[src/design/spr_pkg.sv]
`timescale 1ns / 1ps
// Shared types, constants and tables of the sine colour palette.
// Used by every module of the block but spr_ram; depends on nothing else.

package spr_pkg;

    localparam int COUNT_BITS_DEF     = 16;
    localparam int SINE_ROM_DEPTH_DEF = 1024;

    localparam int COUNT_FIELD_W = 16;
    localparam int COLOR_W       = 8;
    localparam int MODE_W        = 3;
    localparam int NUM_CH        = 3;
    localparam int NUM_MODES     = 7;

    localparam logic [MODE_W-1:0] MODE_BLACK = 3'd0;

    // Q30 fixed point for the sine table build.
    localparam logic [30:0] Q30_ONE     = 31'h4000_0000;
    localparam logic [31:0] HALF_PI_Q30 = 32'd1686629713;

    // Taylor terms after the first; each is divided by a small constant
    // through multiplication by its reciprocal.
    localparam int TERM_COUNT    = 7;

    // Per-mode, per-channel frequency and phase as 32-bit fractions of a turn.
    // Row 0 belongs to mode 1; channel order is red, green, blue.
    localparam logic [31:0] COEF_FREQ [NUM_MODES][NUM_CH] = '{
        '{32'd273426110, 32'd68356528,  32'd150384361},
        '{32'd68356528,  32'd6835653,   32'd300768721},
        '{32'd68356528,  32'd615208748, 32'd478495693},
        '{32'd205069583, 32'd205069583, 32'd205069583},
        '{32'd205069583, 32'd136713055, 32'd205069583},
        '{32'd341782638, 32'd6835653,   32'd546852220},
        '{32'd683565,    32'd205069583, 32'd30076872}
    };

    localparam logic [31:0] COEF_PHASE [NUM_MODES][NUM_CH] = '{
        '{32'd1070716561, 32'd1082817614, 32'd3907816011},
        '{32'd3907816011, 32'd3248452842, 32'd2734261102},
        '{32'd0,          32'd2746362156, 32'd2141433121},
        '{32'd0,          32'd1367130551, 32'd2734261102},
        '{32'd3907816011, 32'd3417826378, 32'd2540685460},
        '{32'd0,          32'd502090686,  32'd4282866243},
        '{32'd683565276,  32'd1857120184, 32'd1173554909}
    };

    // Factorial ratio (2n)(2n+1) between successive Taylor terms.
    function automatic logic [7:0] term_divisor(input logic [2:0] n);
        logic [7:0] d;
        unique case (n)
            3'd1:    d = 8'd6;
            3'd2:    d = 8'd20;
            3'd3:    d = 8'd42;
            3'd4:    d = 8'd72;
            3'd5:    d = 8'd110;
            3'd6:    d = 8'd156;
            3'd7:    d = 8'd210;
            default: d = 8'd1;
        endcase
        return d;
    endfunction

    // floor(2^32 / divisor) for each Taylor term.
    function automatic logic [31:0] term_reciprocal(input logic [2:0] n);
        logic [31:0] m;
        unique case (n)
            3'd1:    m = 32'd715827882;
            3'd2:    m = 32'd214748364;
            3'd3:    m = 32'd102261126;
            3'd4:    m = 32'd59652323;
            3'd5:    m = 32'd39045157;
            3'd6:    m = 32'd27531841;
            3'd7:    m = 32'd20452225;
            default: m = 32'hFFFF_FFFF;
        endcase
        return m;
    endfunction

endpackage

[src/design/spr_sine_gen.sv]
`timescale 1ns / 1ps
// Sequencer that builds the sine table after reset, one entry at a time, with a
// shared 32x32 multiplier used for the series and for reciprocal division. Uses spr_pkg.

module spr_sine_gen
    import spr_pkg::*;
#(
    parameter int SINE_ROM_DEPTH = SINE_ROM_DEPTH_DEF,
    localparam int IDX_W = $clog2(SINE_ROM_DEPTH)
) (
    input  logic               aclk,
    input  logic               aresetn,
    output logic               wr_en,
    output logic [IDX_W-1:0]   wr_addr,
    output logic [COLOR_W-1:0] wr_data,
    output logic               fill_done
);

    localparam longint unsigned TURN = 64'h1_0000_0000;
    localparam logic [31:0] STEP_Q = 32'(TURN / SINE_ROM_DEPTH);
    localparam logic [IDX_W-1:0] STEP_R = IDX_W'(TURN % SINE_ROM_DEPTH);
    localparam logic [IDX_W-1:0] LAST_ADDR = IDX_W'(SINE_ROM_DEPTH - 1);
    localparam logic [IDX_W:0] DEPTH_W = (IDX_W + 1)'(SINE_ROM_DEPTH);
    localparam logic [2:0] LAST_TERM = 3'(TERM_COUNT);

    typedef enum logic [3:0] {
        ST_SETUP, ST_MUL_X, ST_LOAD_X, ST_MUL_X2, ST_LOAD_X2,
        ST_MUL_T, ST_RECIP, ST_BACK, ST_FIX, ST_ACC, ST_WRITE, ST_DONE
    } state_t;

    state_t             state_reg, state_next;
    logic [IDX_W-1:0]   addr_reg, addr_next;
    logic [31:0]        turn_reg, turn_next;
    logic [IDX_W-1:0]   frac_reg, frac_next;
    logic [1:0]         quad_reg, quad_next;
    logic [29:0]        r_reg, r_next;
    logic [31:0]        x2_reg, x2_next;
    logic [30:0]        term_reg, term_next;
    logic [31:0]        sum_reg, sum_next;
    logic [2:0]         n_reg, n_next;
    logic [31:0]        dq_reg, dq_next;
    logic [31:0]        quot_reg, quot_next;
    logic [63:0]        prod_reg;
    logic [31:0]        mul_a, mul_b;

    logic [30:0]        mirror;
    logic [IDX_W:0]     frac_sum;
    logic [31:0]        remain;
    logic [7:0]         divisor;
    logic [31:0]        recip;
    logic [30:0]        s_clamp;
    logic [37:0]        scaled;
    logic [37:0]        scaled_up;

    assign divisor = term_divisor(n_reg);
    assign recip   = term_reciprocal(n_reg);

    always_comb begin
        mul_a = '0;
        mul_b = '0;
        unique case (state_reg)
            ST_MUL_X: begin
                mul_a = {2'b00, r_reg};
                mul_b = HALF_PI_Q30;
            end
            ST_MUL_X2: begin
                mul_a = {1'b0, term_reg};
                mul_b = {1'b0, term_reg};
            end
            ST_MUL_T: begin
                mul_a = {1'b0, term_reg};
                mul_b = x2_reg;
            end
            ST_RECIP: begin
                mul_a = prod_reg[61:30];
                mul_b = recip;
            end
            ST_BACK: begin
                mul_a = prod_reg[63:32];
                mul_b = {24'd0, divisor};
            end
            default: begin
                mul_a = '0;
                mul_b = '0;
            end
        endcase
    end

    // Clamp and scale to 127 * s for the table value.
    always_comb begin
        s_clamp   = (sum_reg > {1'b0, Q30_ONE}) ? Q30_ONE : sum_reg[30:0];
        scaled    = {s_clamp, 7'd0} - {7'd0, s_clamp};
        scaled_up = scaled + 38'({Q30_ONE - 31'd1});
        if (quad_reg[1]) begin
            wr_data = 8'd128 - scaled_up[37:30];
        end else begin
            wr_data = 8'd128 + scaled[37:30];
        end
    end

    always_comb begin
        state_next = state_reg;
        addr_next  = addr_reg;
        turn_next  = turn_reg;
        frac_next  = frac_reg;
        quad_next  = quad_reg;
        r_next     = r_reg;
        x2_next    = x2_reg;
        term_next  = term_reg;
        sum_next   = sum_reg;
        n_next     = n_reg;
        dq_next    = dq_reg;
        quot_next  = quot_reg;
        mirror     = '0;
        frac_sum   = '0;
        remain     = '0;

        unique case (state_reg)
            ST_SETUP: begin
                quad_next = turn_reg[31:30];
                if (turn_reg[30]) begin
                    mirror = Q30_ONE - {1'b0, turn_reg[29:0]};
                end else begin
                    mirror = {1'b0, turn_reg[29:0]};
                end
                if (mirror == '0) begin
                    sum_next   = '0;
                    state_next = ST_WRITE;
                end else if (mirror == Q30_ONE) begin
                    sum_next   = {1'b0, Q30_ONE};
                    state_next = ST_WRITE;
                end else begin
                    r_next     = mirror[29:0];
                    state_next = ST_MUL_X;
                end
            end
            ST_MUL_X: begin
                state_next = ST_LOAD_X;
            end
            ST_LOAD_X: begin
                term_next  = prod_reg[60:30];
                sum_next   = {1'b0, prod_reg[60:30]};
                state_next = ST_MUL_X2;
            end
            ST_MUL_X2: begin
                state_next = ST_LOAD_X2;
            end
            ST_LOAD_X2: begin
                x2_next    = prod_reg[61:30];
                n_next     = 3'd1;
                state_next = ST_MUL_T;
            end
            ST_MUL_T: begin
                state_next = ST_RECIP;
            end
            ST_RECIP: begin
                // The dividend stays below 2^32 for every term.
                dq_next    = prod_reg[61:30];
                state_next = ST_BACK;
            end
            ST_BACK: begin
                // The reciprocal estimate is exact or one below the quotient.
                quot_next  = prod_reg[63:32];
                state_next = ST_FIX;
            end
            ST_FIX: begin
                remain = dq_reg - prod_reg[31:0];
                if (remain >= {24'd0, divisor}) begin
                    quot_next = quot_reg + 32'd1;
                end
                state_next = ST_ACC;
            end
            ST_ACC: begin
                term_next = quot_reg[30:0];
                if (n_reg[0]) begin
                    sum_next = (sum_reg >= {1'b0, quot_reg[30:0]})
                             ? sum_reg - {1'b0, quot_reg[30:0]} : '0;
                end else begin
                    sum_next = sum_reg + {1'b0, quot_reg[30:0]};
                end
                if (n_reg == LAST_TERM) begin
                    state_next = ST_WRITE;
                end else begin
                    n_next     = n_reg + 3'd1;
                    state_next = ST_MUL_T;
                end
            end
            ST_WRITE: begin
                if (addr_reg == LAST_ADDR) begin
                    state_next = ST_DONE;
                end else begin
                    // Step the table angle by one entry, carrying the
                    // fractional remainder of 2^32 / depth.
                    addr_next = addr_reg + IDX_W'(1);
                    frac_sum  = {1'b0, frac_reg} + {1'b0, STEP_R};
                    if (frac_sum >= DEPTH_W) begin
                        frac_next = IDX_W'(frac_sum - DEPTH_W);
                        turn_next = turn_reg + STEP_Q + 32'd1;
                    end else begin
                        frac_next = frac_sum[IDX_W-1:0];
                        turn_next = turn_reg + STEP_Q;
                    end
                    state_next = ST_SETUP;
                end
            end
            ST_DONE: begin
                state_next = ST_DONE;
            end
            default: begin
                state_next = ST_SETUP;
            end
        endcase
    end

    always_ff @(posedge aclk) begin
        if (!aresetn) begin
            state_reg <= ST_SETUP;
            addr_reg  <= '0;
            turn_reg  <= '0;
            frac_reg  <= '0;
        end else begin
            state_reg <= state_next;
            addr_reg  <= addr_next;
            turn_reg  <= turn_next;
            frac_reg  <= frac_next;
        end
        quad_reg <= quad_next;
        r_reg    <= r_next;
        x2_reg   <= x2_next;
        term_reg <= term_next;
        sum_reg  <= sum_next;
        n_reg    <= n_next;
        dq_reg   <= dq_next;
        quot_reg <= quot_next;
        prod_reg <= 64'(mul_a) * 64'(mul_b);
    end

    assign wr_en     = (state_reg == ST_WRITE);
    assign wr_addr   = addr_reg;
    assign fill_done = (state_reg == ST_DONE);

endmodule

[config.mk]
export PLATFORM = sky130hd
export DESIGN_NAME = spr_sine_gen
export DESIGN_NICKNAME = d
export VERILOG_FILES = /design/src/design/spr_pkg.sv /design/src/design/spr_sine_gen.sv
export SDC_FILE = /design/constraint.sdc
export NUM_CORES = 2
export LEC_CHECK = 0
export BUFFER_PORTS_ARGS = -buffer_cell sky130_fd_sc_hd__buf_4
export CAP_MARGIN = 20
export CORE_ASPECT_RATIO = 1.5
export CORE_MARGIN = 8
export CORE_UTILIZATION = 50
export CTS_BUF_LIST = sky130_fd_sc_hd__clkbuf_4
export CTS_CLUSTER_SIZE = 12
export DETAILED_ROUTE_END_ITERATION = 6
export PLACE_DENSITY = 0.68
export REMOVE_ABC_BUFFERS = 1
export SYNTH_ARGS = -nofsm -noshare
export SYNTH_HDL_FRONTEND = slang
export SYNTH_SLANG_ARGS = --single-unit
[constraint.sdc]
create_clock -name aclk -period 11.57 [get_ports aclk]
set_input_delay 1.157 -clock aclk [delete_from_list [all_inputs] [get_ports aclk]]
set_output_delay 1.157 -clock aclk [all_outputs]
set_load 0.05 [all_outputs]
Yosys cells after proc, flatten, opt, wreduce, memory -nomap -nowiden:

Cells that the tools add are included.

* add/subtract/negate cells: 14
* multiplexer cells: 24
* $lt $le $gt $ge: 4
* bitwise gates (word level): 3
* multiply operators: 1
* equal/unequal tests: 23
* reductions and logical operators: 13

Operators by type and width (count)
* $pmux W32 S7: 1
* $mux W32: 6
* $pmux W32 S5: 1
* $pmux W32 S4: 1
* $pmux W32 S3: 1
* $mux W31: 3
* $add A32 B1 Y32 const B: 2
* $mul A32 B32 Y64: 1
* $pmux W32 S2: 1
* $pmux W31 S2: 1
* $pmux W8 S7: 1
* $pmux W4 S12: 1
* $add A38 B30 Y38 const B: 1
* $sub A38 B31 Y38: 1
* $add A32 B23 Y32 const B: 1
* $add A32 B31 Y32: 1
* $ge A32 B31 Y1: 1
* $ge A32 B8 Y1: 1
* $gt A32 B31 Y1 const B: 1
* $sub A32 B31 Y32: 1
* $sub A32 B32 Y32: 1
* $eq A31 B31 Y1 const B: 1
* $logic_not A31 Y1: 1
* $sub A31 B30 Y31 const A: 1
* other kinds (27): 50

* register bits after elaboration: 314
* output and inout bits: 20
* logic and storage cells: 95
* input port bits: 2

Logic depth before layout (Yosys ltp):

* depth in word-level cells: 7
* mapped depth: 43
* mapped depth without buffers: 38

Worst setup path before layout:

OpenSTA, ideal clock, no wires.

* path type: flip-flop to flip-flop
* from: register state_reg[3]
* to: register prod_reg[51]
* data arrival time: 10724 ps
* slack: 774 ps
* cell stages (with the launch flop): 37
* setup time: 72 ps
* clock period less this slack: 10796 ps
* path buffers: 6
* data required time: 11498 ps
* cell sequence: dfxtp_1 nand2b_1 clkbuf_1 or2_2 clkbuf_1 inv_1 clkbuf_1 clkbuf_1 buf_1 o21ai_1 nand2_1 clkbuf_1 nand2_1 fa_1 inv_1 fa_1 fa_1 fa_1 fa_1 fa_1 fa_1 inv_1 fa_1 inv_1 ha_1 a21o_1 a21o_1 a21o_1 a311o_1 a221o_1 a31o_2 a311o_1 a21o_1 a31o_2 a21o_1 a21oi_1 xnor2_1

* longest elaborated chain between the ends: 4
* elaborated cells between the ends (all ways): 9
* those cells by class: 1 x mul; 5 x eq/ne; 2 x mux; 1 x reduce/logical

Ends and longest elaborated chain
* start, declared: RTL line spr_sine_gen.sv:31 `state_t state_reg, state_next;`
* start signal, assigned: RTL line spr_sine_gen.sv:222 `state_reg <= state_next;`
* $eq A4 B3 Y1 or $eq A4 B2 Y1 (tied branches): RTL line spr_sine_gen.sv:61 `unique case (state_reg)`
* $reduce_or A2 Y1 (no source line)
* $pmux W32 S4: RTL line spr_sine_gen.sv:61
* $mul A32 B32 Y64 (*): RTL line spr_sine_gen.sv:235 `prod_reg <= 64'(mul_a) * 64'(mul_b);`
* end signal, assigned: RTL line spr_sine_gen.sv:235
* end, declared: RTL line spr_sine_gen.sv:43 `logic [63:0] prod_reg;`

Every way passes the cells marked *; elsewhere a longest branch is shown, timed or not.
A chain may end at the register's enable or synchronous reset.

Worst setup path after layout:

* from: register state_reg[2]
* to: register prod_reg[61]

Same word-level chain as after synthesis.

==> reports/qor.csv <==
metric,value,unit
synth_edf_count,170,
numClockSinks,258,
synth.distinct_cells,114,
clk_root_buffer_cell,clkbuf_4,
detail_route.first_pass.iterations,6,
synth.cell_area,50300,um2
wire_length_per_cell_after_detailed_routing,24.7,um
die_area,111000,um2
cp.arrival,11.88,ns
num_vias,42186,
place_congestion,1.03,
synthTopCellsByArea,"fa_1 (36%), edfxtp_1 (10%), ha_1 (10%)",
rows,142,
timing.max_slew.rel_slack,16.5,%
worstSetupStartpointType,register,
grt_antenna_before_repair,6,
timing.final.setup_violations,0,
timing.critical_path.buf_inv,4,
cts_buffers,66,
clkSlewWorstSetupHoldPaths,0.07,ns
grtUsageTotal,32.1,%
postCtsResizedCells,0,
critPathRequiredTime,12.25,ns
ys.flop_type,edfxtp_1,
post-synth-top-area-fraction,35.8,%
endpoint_kind,register,
seq_area_frac_synth,13.7,%
gr-total-overflow,0,
vdd.ir_drop.worst,0.000628,V
postRouteAntennaNets,0,
die-height,404,um
cp_max_fo,44,
floorplan.initialDensity,50.4,%
post_cts_buffers,0,
grt_start_max_net_pins,65,
timing.hold.worst_endpoint,quad_reg[1],
run_status,finished clean,
first_pass_grt_wire_length,269000,um
slowest_stage,nand4_1,
path_delay_family,adder cells,
area_inside_the_core_boundary,99900,um2
worst_clock_skew,0.0632,ns
routed_wirelength,177000,um
first_iter_violations,3451,
cts-hold-fix-buffers,0,
synth.largest_area_cell,fa_1,
yosysWarningCount,0,
preCtsSetupSlack,0.730,ns
layout.area.seq,6870,um2
i_o_pin_count,22,
final_layout_size_suffix_gt1_share,6.64,%
fmax,89.3,MHz
worst_slew_pin_slew,1.24,ns
critPathMostFrequentCell,fa_1,
die_width,275,um
filler_cell_count,9445,
synth.ff_latch_count,258,
postSynthCellCount,5831,
p_leak,25.3,nW
post-route-worst-setup-slack,0.371,ns
setup_repair_after_global_routing_missed_its_margin,no,
reg2reg_setup_slack,0.37,ns
finalMaxSlewViolations,0,
clk_latency,0.80,ns
route.detailed.drc,0,
largest_register_ffs,64,
cts_max_path_buffers,3,
htreeDepth,3,
layout.nets,7104,
min_period_over_period,96.8,%
critical-path-max-stage-delay,0.78,ns
placed_instance_count,7031,
r2r.worst_path.cells,31,
area_of_the_multi_input_gates,38300,um2
grt_pass1_vias,45028,
tritoncts,yes,
rr_startpoint,state_reg[2],
synthArstFlopShare,0,%
max_cap_viol,0,
syn_area_per_cell,8.62,um2
power_density,173,nW/um2
hold_path_startpoint,turn_reg[31],
min_delay_path_depth,0,
port-buffer-count,21,
fin_cells,7159,
final_period_minus_worst_setup_slack,11.20,ns
critical_path_class,reg2reg,
tns,0,ns
vias_per_cell,5.89,
rr_endpoint,prod_reg[61],
holdCritPathClass,reg2reg,
number_of_endpoints_with_negative_hold_slack_in_the_final_report,0,
synthToLayoutAreaGrowth,6.01,%
place_hpwl,144000,um
-- worst max-delay path by stage --
stage,from,to,slack (ns),cells after the start
2_1_floorplan,state_reg[1],prod_reg[51],0.48,32
3_3_place_gp,state_reg[1],prod_reg[61],0.82,33
3_5_place_dp,state_reg[2],prod_reg[61],0.73,33
4_1_cts,state_reg[2],prod_reg[61],0.69,33
5_1_grt,state_reg[2],prod_reg[61],0.11,32
6_report,state_reg[2],prod_reg[61],0.37,31
-- cell usage in the layout (no fill, tap or decap), types with 18 or more instances in the layout --
cell	Yosys	routed
a21boi_0	19	19
a21o_1	68	68
a21oi_1	226	226
a22oi_1	36	36
a31oi_1	30	28
and2_1	50	50
and3_1	32	32
and4_1	20	20
buf_4	4	185
clkbuf_4	1	88
clkinv_1	2	23
dfxtp_1	88	88
edfxtp_1	170	170
fa_1	899	899
ha_1	400	400
inv_1	1075	1074
nand2_1	793	793
nand2b_1	31	31
nand3_1	50	50
nand4_1	43	43
nor2_1	725	722
nor2b_1	29	29
nor3_1	54	48
nor4_1	18	18
o21a_1	26	26
o21ai_0	166	166
o21bai_1	27	27
o31ai_1	21	20
or2_2	24	24
or3_1	23	23
xnor2_1	127	127
xor2_1	40	40
-- through the flow --
step / power [mW] / cell area [um2] / utilization [%] / hold WS [ns]
after floorplan: 5.86 / 49100 / - / 0.429
after global placement: 8.22 / 52300 / 52.4 / 0.439
after detailed placement: 8.27 / 52400 / 52.5 / 0.438
after CTS: 9.13 / 53300 / 53.4 / 0.455
after global routing: 9.78 / 53300 / 53.4 / 0.476
final: 9.24 / 53300 / 53.4 / 0.455
-- report_power, final --
part	switching [mW]	internal [mW]	leakage [nW]	total, mW
Clock	0.436	0.386	0.489	0.821
Combinational	4.51	2.24	22.5	6.74
Sequential	0.377	1.30	2.33	1.68
Total	5.32	3.93	25.3	9.24
-- synth_stat cells, drive strengths merged, types with 23 or more instances --
cell / instances
nor2b: 29
nand2: 795
nand3: 50
or3: 23
xnor2: 127
nand4: 44
or2: 26
ha: 400
nand2b: 31
o21bai: 29
o21ai: 171
a31oi: 30
xor2: 41
a21o: 69
and2: 53
nor3: 58
clkbuf: 266
inv: 1075
edfxtp: 170
nor2: 725
and3: 34
o21a: 26
a22oi: 37
dfxtp: 88
a21oi: 231
fa: 899
-- logic make-up (layout without fill, tap and decap cells) --
logic type | Yosys count | in the layout | synth area share, %
other cells | 0 | 7 | 0
fa+ha+maj | 1300 | 1300 | 45.8
buf+inv | 1365 | 1390 | 10.3
compound gates | 795 | 795 | 10.4
mux | 17 | 17 | 0.346
simple gates | 1928 | 1928 | 16.5
flops | 258 | 258 | 13.7
xor+xnor | 168 | 168 | 2.96
-- layer usage --
layer  global-route usage (%)  up-vias  wire length (um)
li1                         -    18324                 -
met1                     35.1    20856             58700
met2                     54.9     2207             86200
met3                     6.08      799             14800
met4                     24.6        0             16800
met5                        0        -                 0
-- layout make-up --
type | instances | share of cell area (%)
Clock inverter | 33 | 0.343
Inverter | 1077 | 7.58
Antenna cell | 7 | 0.0329
Tap cell | 1296 | 3.04
Sequential cell | 258 | 12.9
Clock buffer | 88 | 1.24
Multi-Input combinational cell | 4208 | 71.9
Timing Repair Buffer | 192 | 2.93
(Power assumes the default switching activity.)
